==> src/hw/rtl/five_tuple_acl_packet_filter_core_macros.svh <==
// Assertion macros for the five-tuple ACL filter core.
// Used by the top level only; expects signals named clock and reset in scope.
`ifndef FIVE_TUPLE_ACL_PACKET_FILTER_CORE_MACROS_SVH
`define FIVE_TUPLE_ACL_PACKET_FILTER_CORE_MACROS_SVH
`ifndef ASSERT_OFF
`define FTAF_ASSERT(lbl, prop) \
   lbl: assert property (@(posedge clock) disable iff (reset) prop) \
      else $error("ftaf assertion failed");
`define FTAF_ASSERT_RST(lbl, prop) \
   lbl: assert property (@(posedge clock) prop) \
      else $error("ftaf reset assertion failed");
`else
`define FTAF_ASSERT(lbl, prop)
`define FTAF_ASSERT_RST(lbl, prop)
`endif
`endif

==> src/hw/rtl/ftaf_pkg.sv <==
// Shared types, codes and constants for the five-tuple ACL filter core.
// No dependencies.
package ftaf_pkg;

   localparam int ACL_DEPTH_DEF = 1024;

   localparam logic [1:0] CMD_BYTE   = 2'd0;
   localparam logic [1:0] CMD_INSERT = 2'd1;
   localparam logic [1:0] CMD_DELETE = 2'd2;
   localparam logic [1:0] CMD_NOP    = 2'd3;

   localparam logic [2:0] VERDICT_ABORTED  = 3'd0;
   localparam logic [2:0] VERDICT_DROP     = 3'd1;
   localparam logic [2:0] VERDICT_PASS     = 3'd2;
   localparam logic [2:0] VERDICT_TX       = 3'd3;
   localparam logic [2:0] VERDICT_REDIRECT = 3'd4;
   localparam logic [2:0] ACT_MAX          = 3'd4;

   localparam logic [1:0] WST_DONE      = 2'd0;
   localparam logic [1:0] WST_FULL      = 2'd1;
   localparam logic [1:0] WST_NOT_FOUND = 2'd2;

   localparam logic KIND_VERDICT = 1'b0;
   localparam logic KIND_ACK     = 1'b1;

   localparam logic [15:0] ETHERTYPE_IPV4 = 16'h0800;
   localparam logic [7:0]  PROTO_TCP      = 8'd6;
   localparam logic [7:0]  PROTO_UDP      = 8'd17;

   typedef enum logic [2:0] {
      ST_CLEAR,
      ST_IDLE,
      ST_SCAN,
      ST_FINISH
   } state_type;

   typedef struct packed {
      logic       lookup;
      logic [2:0] verdict;
   } parse_type;

   typedef struct packed {
      logic        pa_we;
      logic        addr_we;
      logic [63:0] addr;
      logic [43:0] pa;
   } acl_wr_type;

endpackage

==> src/hw/rtl/ftaf_hdr_parse.sv <==
// Frame header capture: byte counter, field capture on the fly, end-of-frame checks.
// Depends on ftaf_pkg.
module ftaf_hdr_parse (
   input  logic                clock,
   input  logic                reset,
   input  logic                byte_strobe,
   input  logic [7:0]          byte_data,
   input  logic                byte_last,
   output ftaf_pkg::parse_type parse,
   output logic [63:0]         key_addr,
   output logic [39:0]         key_ports
);
   import ftaf_pkg::*;

   logic [15:0] count_ff, count_in, len;
   logic [15:0] eth_ff, eth_in;
   logic [3:0]  ihl_ff, ihl_in;
   logic [7:0]  proto_ff, proto_in;
   logic [31:0] src_ff, src_in, dst_ff, dst_in;
   logic [15:0] sp_ff, sp_in, dp_ff, dp_in;
   logic [6:0]  t_off, t_end;
   logic [15:0] t_pos;

   always_comb begin
      eth_in   = eth_ff;
      ihl_in   = ihl_ff;
      proto_in = proto_ff;
      src_in   = src_ff;
      dst_in   = dst_ff;
      sp_in    = sp_ff;
      dp_in    = dp_ff;
      len      = (count_ff == 16'hFFFF) ? count_ff : count_ff + 16'd1;
      count_in = count_ff;
      if (byte_strobe) begin
         count_in = byte_last ? 16'd0 : len;
         if (count_ff == 16'd12) eth_in[15:8] = byte_data;
         if (count_ff == 16'd13) eth_in[7:0]  = byte_data;
         if (count_ff == 16'd14) ihl_in       = byte_data[3:0];
         if (count_ff == 16'd23) proto_in     = byte_data;
         for (int i = 0; i < 4; i++) begin
            if (count_ff == 16'(26 + i)) src_in[31-8*i -: 8] = byte_data;
            if (count_ff == 16'(30 + i)) dst_in[31-8*i -: 8] = byte_data;
         end
      end
      t_off = 7'd14 + {1'b0, ihl_in, 2'b00};
      t_pos = {9'd0, t_off};
      if (byte_strobe) begin
         if (count_ff == t_pos)          sp_in[15:8] = byte_data;
         if (count_ff == t_pos + 16'd1)  sp_in[7:0]  = byte_data;
         if (count_ff == t_pos + 16'd2)  dp_in[15:8] = byte_data;
         if (count_ff == t_pos + 16'd3)  dp_in[7:0]  = byte_data;
      end
      t_end = t_off + ((proto_in == PROTO_TCP) ? 7'd20 : 7'd8);
   end

   always_comb begin
      parse.lookup  = 1'b0;
      parse.verdict = VERDICT_TX;
      if (len < 16'd14) begin
         parse.verdict = VERDICT_ABORTED;
      end else if (eth_in != ETHERTYPE_IPV4) begin
         parse.verdict = VERDICT_TX;
      end else if (len < 16'd34) begin
         parse.verdict = VERDICT_ABORTED;
      end else if (proto_in != PROTO_TCP && proto_in != PROTO_UDP) begin
         parse.verdict = VERDICT_TX;
      end else if ({9'd0, t_end} > len) begin
         parse.verdict = VERDICT_ABORTED;
      end else begin
         parse.lookup = 1'b1;
      end
   end

   assign key_addr  = {src_in, dst_in};
   assign key_ports = {proto_in, sp_in, dp_in};

   always_ff @(posedge clock) begin
      if (reset) begin
         count_ff <= '0;
      end else begin
         count_ff <= count_in;
      end
      eth_ff   <= eth_in;
      ihl_ff   <= ihl_in;
      proto_ff <= proto_in;
      src_ff   <= src_in;
      dst_ff   <= dst_in;
      sp_ff    <= sp_in;
      dp_ff    <= dp_in;
   end

endmodule
==> config.mk <==
export PLATFORM = sky130hd
export DESIGN_NAME = ftaf_hdr_parse
export DESIGN_NICKNAME = d
export VERILOG_FILES = /design/src/hw/rtl/five_tuple_acl_packet_filter_core_macros.svh /design/src/hw/rtl/ftaf_pkg.sv /design/src/hw/rtl/ftaf_hdr_parse.sv
export SDC_FILE = /design/constraint.sdc
export NUM_CORES = 1
export LEC_CHECK = 0
export ABC_CLOCK_PERIOD_IN_PS = 18250
export BUFFER_PORTS_ARGS = -buffer_cell sky130_fd_sc_hd__buf_2
export CAP_MARGIN = 20
export CELL_PAD_IN_SITES_DETAIL_PLACEMENT = 0
export CELL_PAD_IN_SITES_GLOBAL_PLACEMENT = 1
export CORE_ASPECT_RATIO = 0.6
export CORE_MARGIN = 5
export CORE_UTILIZATION = 30
export CTS_CLUSTER_SIZE = 30
export DETAILED_ROUTE_END_ITERATION = 6
export PLACE_DENSITY = 0.57
export SLEW_MARGIN = 20
export SYNTH_ARGS = -nofsm -noshare
export SYNTH_HDL_FRONTEND = slang
export SYNTH_SLANG_ARGS = --single-unit
==> constraint.sdc <==
create_clock -name clock -period 18.25 [get_ports clock]
set_input_delay 3.65 -clock clock [delete_from_list [all_inputs] [get_ports clock]]
set_output_delay 3.65 -clock clock [all_outputs]
set_load 0.005 [all_outputs]
Word-level counts from Yosys, hierarchy flattened. Cells that the tools add are included.

Register bits after elaboration: 140. Latch bits: 0. Bits in writable memories: 0. ROM bits: 0. Input port bits: 12. Output and inout port bits: 108. Logic and storage cells: 75. Memories kept: 0.

$add $sub $neg: 6. $mul: 0. Divide/modulo/power cells: 0. Order comparisons: 3. Equal/unequal tests: 21. Shifts and indexed selects: 0. Muxes and demuxes: 36. Bitwise logic cells: 0. Reductions and logical operators: 1.

Operators with widths (count): $mux W8 (16); $eq A16 B5 Y1 const B (7); $mux W16 (5); $mux W32 (2); $eq A16 B4 Y1 const B (3); $eq A16 B8 Y1 (3); $eq A16 B6 Y1 const B (2); $add A16 B1 Y16 const B (1); $add A7 B2 Y8 const B (2); $eq A16 B16 Y1 const B (1); $eq A16 B7 Y1 (1); $gt A7 B16 Y1 (1); $lt A16 B4 Y1 const B (1); $lt A16 B6 Y1 const B (1); $ne A16 B12 Y1 const B (1); $mux W2 (5); $add A7 B1 Y8 const B (1); $eq A8 B3 Y1 const B (1); $mux W4 (2); $ne A8 B3 Y1 const B (1); $ne A8 B5 Y1 const B (1); $add A4 B6 Y7 const A (1); $add A7 B5 Y7 (1); $mux W1 (5); 2 further kinds (2).

Logic depth before layout (Yosys ltp).
Word-level depth: 12. Depth in mapped cells: 24. Depth with buffers taken out: 21.

Least setup slack after synthesis. No wires, ideal clock.

Path kind: in2out. Start point: in byte_strobe. End point: out parse[3] in the netlist's numbering. Arrival: 7.792 ns. Data required time: 14.600 ns. Setup slack: 6.808 ns. Stages: 20. Buffers on the path: 2. Cells stage by stage: buf_2 -> nor4b_4 -> nand3_1 -> or4_1 -> clkbuf_1 -> a21o_1 -> nand2_1 -> inv_1 -> ha_1 -> fa_1 -> a21o_1 -> a221oi_1 -> a21oi_1 -> ha_1 -> and3_1 -> nand3_1 -> o21ai_0 -> a22o_1 -> nand2_1 -> a2111oi_1.

RTL lines: start: declaration (RTL line ftaf_hdr_parse.sv:6) `input logic byte_strobe,`; end: declaration (RTL line ftaf_hdr_parse.sv:9) `output ftaf_pkg::parse_type parse,`.

==> impl_metrics.json <==
{
  "coreArea_um2": 20930,
  "yosysWarnings": 0,
  "area_growth_pct": 21.73,
  "path_clk_slew_ns": 0.05,
  "start_util_pct": 30.35,
  "seq_area_um2": 2803,
  "cts_sinks": 140,
  "nets": 749,
  "syn_inst": 623,
  "rr_startpoint": "count_ff[0]$_SDFFE_PP0P_",
  "die_h_um": 122.7,
  "placed_area_um2": 7127,
  "worstPathMaxFanout": 16,
  "grt_max_degree": 27,
  "grt-ovfl-total": 0,
  "worst_slack_ns": 5.925,
  "numCtsBuffers": 17,
  "post-route-period-util_pct": 67.54,
  "rsz0062_at_grt": "false",
  "postCtsHoldBufs": 0,
  "ir_worst_vdd_mv": 0.06476,
  "maxSlewHeadroom_pct": 40.14,
  "crit_path_end_kind": "output pin",
  "synth_top_area_cell": "dfxtp_1",
  "async_flop_share_pct": 0,
  "die_area_um2": 24280,
  "ys_top_cells_by_area": "dfxtp_1 44%, mux2_2 17%, nand2_1 3.9%",
  "syn_avg_cell_area_um2": 10.20,
  "final_cell_area_um2": 7732,
  "report.final.slew_viol_count": 0,
  "status": "completed",
  "grt_usage_pct": 15.70,
  "fin_util_pct": 36.94,
  "post_cts_buffers": 0,
  "seq_area_frac_synth_pct": 44.12,
  "finalSetupViolations": 0,
  "port_buffers": 118,
  "grt_pass1_vias": 4881,
  "criticalPathCategory": "in2out",
  "r2r-end": "dp_ff[14]$_DFF_P_",
  "hpwl_um": 13820,
  "synth_flop_cell": "dfxtp_1",
  "pin_count": 120,
  "drtIter0Drc": 384,
  "multiInputGateArea_um2": 3309,
  "whs_path_depth": 2,
  "drc": 0,
  "synth_common_cells": "140 x dfxtp_1, 97 x mux2_2, 66 x nand2_1",
  "fin_setup_tns_ns": 0,
  "synth_edf_count": 0,
  "drv_cap": 0,
  "synth-seq-cells": 140,
  "cts_resized": 0,
  "clk_path_buf_depth": 2,
  "wl_um": 19010,
  "yosys.area.top_type_share_pct": 44.12,
  "min_path_type": "reg2reg",
  "netlist_area_um2": 6352,
  "skew_ns": 0.01555,
  "cp_data_required_time_ns": 14.60,
  "worst_r2r_path_depth": 14,
  "pwr_density_cell_nw_per_um2": 88.40,
  "grt_pass1_wl_um": 28960,
  "die_w_um": 197.9,
  "cts_tree": "yes",
  "hold_violations": 0,
  "cp-start-kind": "primary input",
  "arrival_ns": 8.68,
  "fillers": 2111,
  "ff2ff_setup_slack_ns": 13.49,
  "firstDrtPassIters": 6,
  "synth_nets": 649,
  "hold_ws_ns": 0.4457,
  "dp_slack_ns": 5.936,
  "n_antenna_cell": 0,
  "min_delay_worst_endpoint": "eth_ff[11]$_DFF_P_",
  "layout_min_cycle_time_ns": 12.33,
  "ys_types": 69,
  "synth.most_common_cell": "dfxtp_1",
  "timing.fmax_mhz": 81.13,
  "tightest_slew_ns": 0.8941,
  "startpoint": "byte_strobe",
  "gp_congestion": 0.9059,
  "rows": 41,
  "wl_per_cell_um": 18.75,
  "p_leak_nw": 3.488,
  "drive_gt1_share_pct": 37.96,
  "viasPerCell": 4.955,
  "hp-start": "eth_ff[11]$_DFF_P_",
  "insertion_delay_ns": 0.42,
  "cts.htree.levels": 4,
  "vias": 5024,
  "final_antenna_net_count": 0,
  "antenna_found_initial": 1,
  "clockRootBuffer": "clkbuf_16"
}
-- worst max-delay path: stages --
cell and delay [ns]:
buf_2 0.25, nor4b_4 0.39, nand3_1 0.33, nor4_2 0.78
mux2i_1 0.20, nand2_1 0.18, inv_1 0.08, ha_1 0.21
fa_1 0.41, a21o_1 0.20, a221oi_1 0.26, a21oi_1 0.09
ha_1 0.32, and3_1 0.20, nand3_1 0.08, o21ai_0 0.20
a22o_1 0.21, nand2_1 0.06, a2111oi_1 0.38, buf_2 0.18
-- per-layer routing --
layer,vias to the layer above,share of wire (%),track usage [%]
met1,2421,52,23.67
met5,-,0,0
met4,0,0.87,4.213
met3,16,7.9,5.597
li1,2419,-,-
met2,168,39,20.78
-- power by group --
| part | leakage, nW | switching, W | total [W] | internal (W) |
|---|---|---|---|---|
| Combinational | 2.08 | 0.0000142 | 0.0000197 | 0.00000551 |
| Sequential | 1.13 | 0.000000488 | 0.000307 | 0.000307 |
| Clock | 0.278 | 0.000138 | 0.000357 | 0.000219 |
-- state kept, by name, summed over array words and instances, names as in the netlist --
signal and cells:
dp_ff 16, proto_ff 8, ihl_ff 4, src_ff 32
eth_ff 16, sp_ff 16, dst_ff 32, count_ff 16
-- how the worst max path moves through the flow --
stage / endpoint / slack, ns / cells after the start
after detailed placement: parse[3] / 5.94 / 20
after floorplan: parse[3] / 6.81 / 20
after global routing: parse[3] / 5.38 / 20
final: parse[3] / 5.92 / 20
after global placement: parse[3] / 6.19 / 20
after CTS: parse[3] / 5.92 / 20
-- kinds of logic (layout without fill, tap and decap cells) --
logic type | count (synthesis) | count (layout) | share of synthesized area (%)
AND/OR/NAND/NOR | 203 | 203 | 18.04
flip-flops | 140 | 140 | 44.12
multiplexers | 113 | 113 | 20.66
AO/OA/AOI/OAI | 81 | 81 | 8.253
buffers and inverters | 55 | 167 | 3.782
XOR/XNOR | 16 | 16 | 2.206
adder cells (fa/ha/maj) | 14 | 14 | 2.876
other | 1 | 1 | 0.05903
-- metrics by stage --
step,power [W],instances
finish,0.0006836,1014
floorplan,0.0003254,623
CTS,0.0006945,1014
global route,0.0007078,1014
detailed placement,0.0003340,983
global placement,0.0003340,983
-- layout make-up --
class                   count  area share (%)
inverters                  16          0.7767
repair buffers            120           7.832
well taps                 279           4.515
clock inverters            12           2.104
clock buffers              19           5.728
flip-flops and latches    140           36.25
multi-input cells         428           42.80
-- cells in the final DEF (no fill, tap or decap), types with 4 or more instances in the layout --
cell type / instances
nand4_1: 6
a31oi_1: 4
clkinvlp_4: 5
nand3_1: 13
and4_1: 4
or4_1: 4
xnor2_1: 7
mux2i_1: 5
a21o_1: 4
a22oi_1: 5
mux2_4: 8
inv_1: 15
clkbuf_16: 17
a211oi_1: 4
nor3_1: 19
nor2_1: 41
a21oi_1: 20
dfxtp_1: 140
xor2_1: 9
ha_1: 13
mux2_2: 97
nor4b_4: 4
o21ai_0: 22
buf_2: 118
nor4_1: 6
nand2b_1: 4
and3_1: 7
nand2_1: 66
(Power assumes the default switching activity.)
